## config.mk

```make
export PLATFORM = sky130hd
export DESIGN_NAME = inclusive_days_between_dates_top
export DESIGN_NICKNAME = d
export VERILOG_FILES = /design/src/rtl/idbd_pkg.sv /design/src/rtl/inclusive_days_between_dates_top.sv /design/src/rtl/idbd_ordinal.sv
export SDC_FILE = /design/constraint.sdc
export NUM_CORES = 1
export LEC_CHECK = 0
export BUFFER_PORTS_ARGS = -buffer_cell sky130_fd_sc_hd__buf_2
export CAP_MARGIN = 20
export CORE_UTILIZATION = 43
export CTS_BUF_LIST = sky130_fd_sc_hd__clkbuf_8
export CTS_CLUSTER_SIZE = 24
export DETAILED_ROUTE_END_ITERATION = 10
export PLACE_DENSITY = 0.61
export SETUP_SLACK_MARGIN = 0.2
export SLEW_MARGIN = 30
export SYNTH_ARGS = -nofsm -noshare
export SYNTH_HDL_FRONTEND = slang
export SYNTH_HIERARCHICAL = 1
export SYNTH_SLANG_ARGS = --single-unit
```

## constraint.sdc

```tcl
create_clock -name clk -period 17.5 [get_ports clk]
set_clock_uncertainty 0.1 [all_clocks]
set_input_delay 2.625 -clock clk [delete_from_list [all_inputs] [get_ports clk]]
set_output_delay 2.625 -clock clk [all_outputs]
set_load 0.02 [all_outputs]
```

## src/rtl/idbd_pkg.sv

```systemverilog
package idbd_pkg;

  // Field widths of one transfer.
  localparam int unsigned DayW   = 5;
  localparam int unsigned MonthW = 4;
  localparam int unsigned YearW  = 14;
  localparam int unsigned CountW = 22;

  // Whole-year day count and ordinal widths. Year 16383 still fits.
  localparam int unsigned OrdW   = 23;
  localparam int unsigned Q100W  = 8;
  localparam int unsigned DoyW   = 9;

  // Reciprocal of 100 scaled by 2**20. It is exact for every value below 43690.
  localparam int unsigned Recip100      = 10486;
  localparam int unsigned Recip100Shift = 20;

  // Limits of a valid date.
  localparam int unsigned DayMax   = 31;
  localparam int unsigned MonthMax = 12;
  localparam int unsigned YearMax  = 9999;

  typedef enum logic [1:0] {
    STATUS_OK        = 2'd0,
    STATUS_BAD_START = 2'd1,
    STATUS_BAD_END   = 2'd2,
    STATUS_NOT_AFTER = 2'd3
  } status_t;

  // Days in the year before the first of the given month (1..12).
  function automatic logic [DoyW-1:0] month_start(input logic [MonthW-1:0] month);
    logic [DoyW-1:0] days;
    unique case (month)
      4'd1:    days = 9'd0;
      4'd2:    days = 9'd31;
      4'd3:    days = 9'd59;
      4'd4:    days = 9'd90;
      4'd5:    days = 9'd120;
      4'd6:    days = 9'd151;
      4'd7:    days = 9'd181;
      4'd8:    days = 9'd212;
      4'd9:    days = 9'd243;
      4'd10:   days = 9'd273;
      4'd11:   days = 9'd304;
      4'd12:   days = 9'd334;
      default: days = 9'd0;
    endcase
    return days;
  endfunction

endpackage

```

## src/rtl/inclusive_days_between_dates_top.sv

```systemverilog
// Inclusive day count between two Gregorian dates.
//
// Each input transfer on the s_axis side carries a start date and an end date.
// Each one gives exactly one output transfer on the m_axis side with the number
// of days from start to end, both ends counted, and a status code. Any invalid
// field, or an end date that is not after the start, gives a count of zero.
//
// The block is a three-stage pipeline: the year split into centuries, then
// the day number of each date, then the difference and the output register.
// Output valid is the valid register of the third stage. One item is taken
// every cycle while the receiver keeps up.
//
// Each stage holds its item while the one after it is full and stalled, so a
// stall on m_axis_tready fills the empty stages first and then drops
// s_axis_tready; nothing is lost or repeated. Reset empties the pipeline.
module inclusive_days_between_dates_top import idbd_pkg::*; (
  input  logic        clk,
  input  logic        rst,
  input  logic        s_axis_tvalid,
  output logic        s_axis_tready,
  // start_day[4:0], start_month[8:5], start_year[22:9], end_day[27:23],
  // end_month[31:28], end_year[45:32], zero fill [47:46]
  input  logic [47:0] s_axis_tdata,
  output logic        m_axis_tvalid,
  input  logic        m_axis_tready,
  // day_count[21:0], status[23:22]
  output logic [23:0] m_axis_tdata
);

  logic [DayW-1:0]   start_day, end_day;
  logic [MonthW-1:0] start_month, end_month;
  logic [YearW-1:0]  start_year, end_year;

  assign start_day   = s_axis_tdata[4:0];
  assign start_month = s_axis_tdata[8:5];
  assign start_year  = s_axis_tdata[22:9];
  assign end_day     = s_axis_tdata[27:23];
  assign end_month   = s_axis_tdata[31:28];
  assign end_year    = s_axis_tdata[45:32];

  logic    valid1, valid2, valid3;
  logic    en1, en2, en3;
  status_t status1, status2, status3;
  status_t status_next;
  logic [CountW-1:0] count3;

  // Each stage moves when it is empty or the stage after it moves.
  assign en3           = !valid3 || m_axis_tready;
  assign en2           = !valid2 || en3;
  assign en1           = !valid1 || en2;
  assign s_axis_tready = en1;

  function automatic logic date_ok(input logic [DayW-1:0] d, input logic [MonthW-1:0] m,
                                   input logic [YearW-1:0] y);
    return (d != '0) && (DayW'(DayMax) >= d) && (m != '0) && (MonthW'(MonthMax) >= m)
           && (y != '0) && (YearW'(YearMax) >= y);
  endfunction

  // Status is settled in the first stage: start check, end check, then order.
  always_comb begin
    if (!date_ok(start_day, start_month, start_year)) begin
      status_next = STATUS_BAD_START;
    end else if (!date_ok(end_day, end_month, end_year)) begin
      status_next = STATUS_BAD_END;
    end else if ({end_year, end_month, end_day} > {start_year, start_month, start_day}) begin
      status_next = STATUS_OK;
    end else begin
      status_next = STATUS_NOT_AFTER;
    end
  end

  // Valid bits of the three stages.
  always_ff @(posedge clk) begin
    if (rst) begin
      valid1 <= 1'b0;
      valid2 <= 1'b0;
      valid3 <= 1'b0;
    end else begin
      if (en1) valid1 <= s_axis_tvalid;
      if (en2) valid2 <= valid1;
      if (en3) valid3 <= valid2;
    end
  end

  // Status travels along with the day numbers.
  always_ff @(posedge clk) begin
    if (en1) status1 <= status_next;
    if (en2) status2 <= status1;
    if (en3) status3 <= status2;
  end

  logic [OrdW-1:0] start_ord, end_ord;

  idbd_ordinal u_start_ord (
    .clk     (clk),
    .en1     (en1),
    .en2     (en2),
    .day     (start_day),
    .month   (start_month),
    .year    (start_year),
    .ordinal (start_ord)
  );

  idbd_ordinal u_end_ord (
    .clk     (clk),
    .en1     (en1),
    .en2     (en2),
    .day     (end_day),
    .month   (end_month),
    .year    (end_year),
    .ordinal (end_ord)
  );

  logic signed [OrdW+1:0] diff;

  // Stage 3: inclusive difference, zero on error and when an overlong start day overtakes the end.
  always_comb begin
    diff = $signed({2'b00, end_ord}) - $signed({2'b00, start_ord}) + (OrdW+2)'(1);
  end

  always_ff @(posedge clk) begin
    if (en3) begin
      if (status2 != STATUS_OK || diff <= 0) begin
        count3 <= '0;
      end else begin
        count3 <= diff[CountW-1:0];
      end
    end
  end

  assign m_axis_tvalid = valid3;
  assign m_axis_tdata  = {status3, count3};

endmodule

```

## src/rtl/idbd_ordinal.sv

```systemverilog
// Two-stage day number of one date, counted from the first of January of year 1.
module idbd_ordinal import idbd_pkg::*; (
  input  logic              clk,
  input  logic              en1,
  input  logic              en2,
  input  logic [DayW-1:0]   day,
  input  logic [MonthW-1:0] month,
  input  logic [YearW-1:0]  year,
  output logic [OrdW-1:0]   ordinal
);

  localparam int unsigned ProdW = YearW + 14;

  logic [YearW-1:0]  p_s1;
  logic [Q100W-1:0]  q100_s1;
  logic [DayW-1:0]   day_s1;
  logic [MonthW-1:0] month_s1;

  logic [YearW-1:0]  p_next;
  logic [ProdW-1:0]  prod;

  // Stage 1: whole years before the date and their count of centuries.
  always_comb begin
    p_next = year - YearW'(1);
    prod   = ProdW'(p_next) * ProdW'(Recip100);
  end

  always_ff @(posedge clk) begin
    if (en1) begin
      p_s1     <= p_next;
      q100_s1  <= prod[Recip100Shift +: Q100W];
      day_s1   <= day;
      month_s1 <= month;
    end
  end

  logic [YearW-1:0] rem100;
  logic             leap;
  logic [DoyW-1:0]  doy;
  logic [OrdW-1:0]  year_days;

  // Stage 2: leap rule from the remainders of the previous year, then the day number.
  always_comb begin
    rem100    = p_s1 - YearW'(q100_s1 * YearW'(100));
    // The year is a multiple of 4, of 100 or of 400 when the previous one leaves 3, 99 or 399 modulo 4, 100 or 400.
    leap      = (rem100 == YearW'(99)) ? (q100_s1[1:0] == 2'd3) : (p_s1[1:0] == 2'd3);
    doy       = month_start(month_s1) + DoyW'(day_s1)
              + DoyW'(leap && (month_s1 > MonthW'(2)));
    year_days = OrdW'(p_s1) * OrdW'(365) + OrdW'(p_s1[YearW-1:2])
              - OrdW'(q100_s1) + OrdW'(q100_s1[Q100W-1:2]);
  end

  always_ff @(posedge clk) begin
    if (en2) begin
      ordinal <= year_days + OrdW'(doy);
    end
  end

endmodule
```

==> run_results.csv, run 1 <==
group,metric,value,unit
synth,synth_edf_count,136,
cts,cts_tree,"yes",
global_route,grt_pass1_wl,93.4,mm
run_status,status,"completed",
detailed_routing,avgViaCountPerCell,5.13,
sta,hold_viol_final,0,
sta,maxSlewViolCount,0,
detailed_routing,finalWirelength,55.0,mm
critical_path,critical_path.max_stage_delay,520,ps
cells_and_area,fillers,5592,
cells_and_area,syn_to_final_growth,6.71,%
floorplan,initial_core_util,43.8,%
min_path,min-delay-path-class,"reg2reg",
critical_path,cp_max_fo,6,
detailed_routing,drt_iter0_drc,860,
cells_and_area,layout-drive-gt1-share,6.06,%
global_route,grt_pass1_vias,19200,
cts,cts_resized,0,
placed_design,place_hpwl,48.5,mm
placed_design,portBuffers,75,
global_route,grt_max_degree,49,
critical_path,cp-end-kind,"flop",
synth,netlist_area,26000,um2
sta,period_share,62.9,%
placed_design,gp_congestion,0.909,
job,max_cap_violations,0,
critical_path,cpMostUsedCell,"fa_1",
global_route,grt_util_met3,2.44,%
critical_path,r2r_slack,6500,ps
sta,tns,0,ps
synth,synth_top_area_share,24.9,%
global_route,grt_util_met2,31.9,%
cts,cts_hold_buf,0,
synth,synth_cell_types,94,
cts,cts_sinks,157,
cts,numCtsBuffers,17,
cts,htree_num_levels,4,
synth,ys_seq_area_share,17.3,%
detailed_routing,wl_per_cell,15.7,um
critical_path,crit_arrival,11170,ps
detailed_routing,drc,0,
cts,clk_pin_slew,90,ps
synth,synthTopCellsByCount,"633 x inv_1, 517 x ha_1, 311 x fa_1",
floorplan,die-area,61500,um2
sta,rsz0062_at_grt,"false",
cts,clockBufferDepth,2,
floorplan,io_pins,78,
synth,synth_top_cell_by_area,"ha_1",
critical_path,crit_family,"adder cells",
sta,tightestPinTransition,874,ps
critical_path,start_kind,"flop",
synth,synth-async-reset-ratio,0,%
sta,fin_crit,11000,ps
floorplan,die_w,248,um
cells_and_area,multiInputGateArea,19100,um2
cts,root_buffer,"clkbuf_8",
cts,cts_setup_buffers,0,
sta,finalSetupViolations,0,
detailed_routing,ant_nets,0,
critical_path,cp_slowest_cell,"edfxtp_1",
synth,synth-seq-cells,157,
critical_path,crit_required,17670,ps
critical_path,path_depth,40,
critical_path,critPathKind,"reg2reg",
sta,slew_headroom,40.1,%
global_route,use_met1,25.7,%
synth,ys.flop_type,"edfxtp_1",
critical_path,reg2reg_depth,40,
synth,ys.warnings.count,6,
global_route,grt_use_total,19.1,%
synth,syn_area_per_cell,9.93,um2
global_route,antenna_found_initial,0,
critical_path,cp.buffers_inverters,6,
min_path,worstHoldPathCells,0,
synth,synth_most_common_cell,"inv_1",
cts,clk_latency,530,ps
cells_and_area,fin_nets,3590,
floorplan,rows,89,
floorplan,core,59400,um2
synth,syn_inst,2620,
synth,yosys-top-cells-area,"ha_1 25%, fa_1 24%, edfxtp_1 16%",
global_route,top_usage_layer,"met2",
synth,synthesis.nets,3500,
sta,fmax,90.9,MHz
cells_and_area,regArea,4500,um2
detailed_routing,dr.pass1.iters,5,
detailed_routing,num_vias,17900,
floorplan,die_h,248,um
global_route,grt_overflow_total,0,
[logic make-up after synthesis]
family,after synthesis,synth area share (%)
and+or+nand+nor,433,8.42
AOI/OAI and AO/OA,386,10.3
adders and majority gates,828,48.8
xor gates and xnor gates,151,5.08
muxes,17,0.673
buffers and inverters,648,9.40
DFF,157,17.3
[worst paths after layout]
| check | startpoint | endpoint |
|---|---|---|
| hold reg to reg | status1[1] | status2[1] |
| setup / recovery | u_start_ord/q100_s1[2] | u_start_ord/ordinal[22] |
| setup reg to reg | u_start_ord/q100_s1[2] | u_start_ord/ordinal[22] |
| hold / removal | status1[1] | status2[1] |
[cells in the final DEF, fill, tap and decap left out, types with 12 or more instances in the layout]
cell type  netlist  routed
inv_1          633     633
ha_1           517     517
fa_1           311     311
edfxtp_1       136     136
nor2_1         114     114
a21oi_1         98      98
nand2_1         94      93
xnor2_1         88      87
buf_2            8      75
xor2_1          63      62
o21ai_0         60      60
a21o_1          42      42
nand3_1         37      37
nand4_1         28      28
nor3_1          26      26
o21a_1          23      23
nor4_1          23      23
dfxtp_1         21      21
nand2b_1        20      20
nor2b_1         17      17
clkbuf_8         0      17
o211ai_1        15      15
and3_1          14      14
a211oi_1        14      14
mux2i_1         13      13
or4_1           12      12
o21bai_1        12      12
[layout make-up]
cell class	instances	area share, %
repair buffers	86	1.65
multi-input cells	1815	68.8
inverters	633	8.56
clock inverters	15	0.473
clock buffers	17	0.843
diodes	1	0.00901
well taps	773	3.48
flip-flops and latches	157	16.2
[metal layers]
metal  routed length (um)  vias up  part of all wire [%]
met1                26200     8657                    48
met3                 1850       69                   3.4
met5                    0        -                     0
met2                25700      339                    47
met4                 1220        0                   2.2
li1                     -     8872                     -
[metrics by stage]
step                cell area (um2)  setup slack (ps)  hold slack [ps]  utilization, %  cells
floorplan                     26000              7570              300               -   2620
global route                  27800              5900              344            46.8   3496
detailed placement            27400              6450              319            46.1   3464
global placement              27400              6550              310            46.1   3464
CTS                           27800              6430              345            46.8   3496
finish                        27800              6500              339            46.8   3497
Power of run 1 is not shown: default switching activity piles up to over one toggle a cycle in this logic, so the estimate is an artifact.
==> inputs of run 2 (changes only) <==
- ABC_AREA: not set -> 1
- clock period: 17.5 -> 10.9 ns (I/O delays scaled with it)
==> run 2 against run 1 <==
Synthesized cell count up 28%; die area up 7.9%; cell count up 24%; fmax up 10%; critical path type unchanged.
==> run_results.csv, run 2 <==
group,metric,value,unit
run_status,status,"completed",
cts,htree_num_levels,4,
detailed_routing,wl_per_cell,14.3,um
detailed_routing,dr.pass1.iters,5,
min_path,min-delay-path-class,"reg2reg",
cts,clockBufferDepth,2,
detailed_routing,ant_nets,0,
min_path,worstHoldPathCells,2,
cts,numCtsBuffers,17,
synth,syn_inst,3355,
global_route,grt_pass1_vias,21400,
detailed_routing,num_vias,20800,
detailed_routing,drc,0,
floorplan,die_h,258,um
cells_and_area,syn_to_final_growth,6.89,%
cells_and_area,layout-drive-gt1-share,6.48,%
global_route,antenna_found_initial,0,
synth,synth_top_area_share,23.0,%
floorplan,io_pins,78,
floorplan,rows,93,
synth,synth-async-reset-ratio,0,%
min_path,hold_end,"m_axis_tvalid",
synth,synthesis.nets,4235,
critical_path,critical_path.max_stage_delay,540,ps
sta,rsz0062_at_grt,"false",
critical_path,crit_family,"adder cells",
sta,fmax,100,MHz
synth,syn_area_per_cell,8.37,um2
critical_path,cp_max_fo,5,
cells_and_area,fillers,6462,
synth,ys_seq_area_share,16.0,%
global_route,grt_max_degree,50,
job,max_cap_violations,0,
detailed_routing,drt_iter0_drc,1033,
synth,ys.warnings.count,6,
sta,maxSlewViolCount,0,
detailed_routing,avgViaCountPerCell,4.80,
cells_and_area,fin_nets,4337,
cts,clk_pin_slew,100,ps
floorplan,initial_core_util,43.6,%
critical_path,critPathKind,"reg2reg",
min_path,hp-start,"valid2",
floorplan,core,64500,um2
synth,synth_edf_count,136,
synth,synth_top_cell_by_area,"ha_1",
placed_design,place_inst,4286,
detailed_routing,finalWirelength,61.7,mm
global_route,grt_overflow_total,0,
sta,period_share,91.7,%
placed_design,place_hpwl,55.0,mm
sta,worst_slack,908,ps
synth,ys.flop_type,"edfxtp_1",
sta,fin_crit,9990,ps
cells_and_area,final_cell_mix,"838 x inv_1, 591 x nand2_1, 517 x ha_1",
cts,root_buffer,"clkbuf_8",
cts,clk_latency,540,ps
critical_path,cp-startpoint,"u_start_ord/q100_s1[4]",
placed_design,gp_congestion,0.899,
critical_path,r2r_slack,910,ps
critical_path,r2r-start,"u_start_ord/q100_s1[4]",
cts,cts_sinks,157,
sta,finalSetupViolations,0,
critical_path,reg2reg_to,"u_start_ord/ordinal[17]",
critical_path,cp.buffers_inverters,7,
floorplan,die_w,258,um
critical_path,reg2reg_depth,45,
global_route,grt_use_total,19.6,%
synth,synth_most_common_cell,"inv_1",
sta,tightestPinTransition,896,ps
critical_path,start_kind,"flop",
placed_design,portBuffers,75,
cells_and_area,layout_commonest_cell,"inv_1",
synth,synth-seq-cells,157,
global_route,grt_pass1_wl,104,mm
critical_path,cp_slowest_cell,"fa_1",
synth,netlist_area,28100,um2
sta,tns,0,ps
sta,slew_headroom,39.7,%
cells_and_area,final_cells,4326,
critical_path,crit_arrival,10180,ps
critical_path,crit_required,11090,ps
floorplan,die-area,66300,um2
cts,cts_tree,"yes",
placed_design,dp_slack,524,ps
synth,synthTopCellsByCount,"839 x inv_1, 593 x nand2_1, 517 x ha_1",
synth,synth_cell_types,56,
critical_path,cp-end-kind,"flop",
synth,yosys-top-cells-area,"ha_1 23%, fa_1 22%, edfxtp_1 15%",
sta,hold_viol_final,0,
[run 2: cell types whose count changed in the layout (fill, tap and decap cells not counted), moves of 17 or more]
cell      before  now
inv_1        633  838
nor2_2         0   18
nor2b_1       17    0
a21oi_1       98  132
nand2_1       93  591
nor2_1       114  192
xnor2_1       87   38
nand3_1       37  136
nand2_2        1   29
a21o_1        42    8
nand2b_1      20    0
[run 2: worst max-delay path by stage]
stage | depth (start not counted) | slack [ps] | to
3_5_place_dp | 47 | 520 | u_end_ord/ordinal[17]
5_1_grt | 46 | 200 | u_start_ord/ordinal[21]
4_1_cts | 47 | 500 | u_end_ord/ordinal[17]
6_report | 45 | 910 | u_start_ord/ordinal[17]
2_1_floorplan | 45 | 1700 | u_start_ord/ordinal[17]
3_3_place_gp | 47 | 660 | u_end_ord/ordinal[17]
[run 2: worst min-delay path: cells and delay by family, from the launching register on]
family	cells	cell delay (ps)
AO/OA/AOI/OAI	1	60
flip-flops	1	310
buffers and inverters	1	60
[run 2: final cells by class]
class	instances	area, um2	share of cell area, %
Sequential cell	157	4500	15.0
Multi-Input combinational cell	2343	20400	67.9
Timing Repair Buffer	86	458	1.53
Clock buffer	17	234	0.779
Inverter	852	3200	10.7
Clock inverter	15	154	0.513
Antenna cell	1	2.50	0.00834
Tap cell	855	1070	3.56
[run 2: cell families (layout without fill, tap and decap cells)]
kind of cell               after synthesis  in the layout  synth area share, %
adders and majority gates              828            828                 45.2
buffers and inverters                  855            970                 11.5
AOI/OAI and AO/OA                      300            300                 6.20
xor gates and xnor gates               118            118                 3.73
and+or+nand+nor                       1097           1097                 17.3
other                                    0              1                    0
DFF                                    157            157                 16.0
[run 2: metrics by stage]
step	utilization, %	area, um2	hold WS [ps]
finish	46.6	30000	362
global route	46.6	30000	386
CTS	46.4	29900	361
detailed placement	45.8	29500	345
global placement	45.8	29500	341
floorplan	-	28100	300
[run 2: metal layers]
metal / GRT usage (%) / routed length (um)
met5: 0 / 0
met4: 5.62 / 1360
met3: 2.28 / 1950
met2: 33.4 / 29000
met1: 26.1 / 29400
[run 2: what timing repair did]
item | 4_1_cts | 5_1_grt
endpoints found under the setup margin | 0 | 21
hold buffers | 0 | 0
setup buffers | 0 | 7
resized for setup | 0 | 7
Power of run 2 is left out for the same reason.
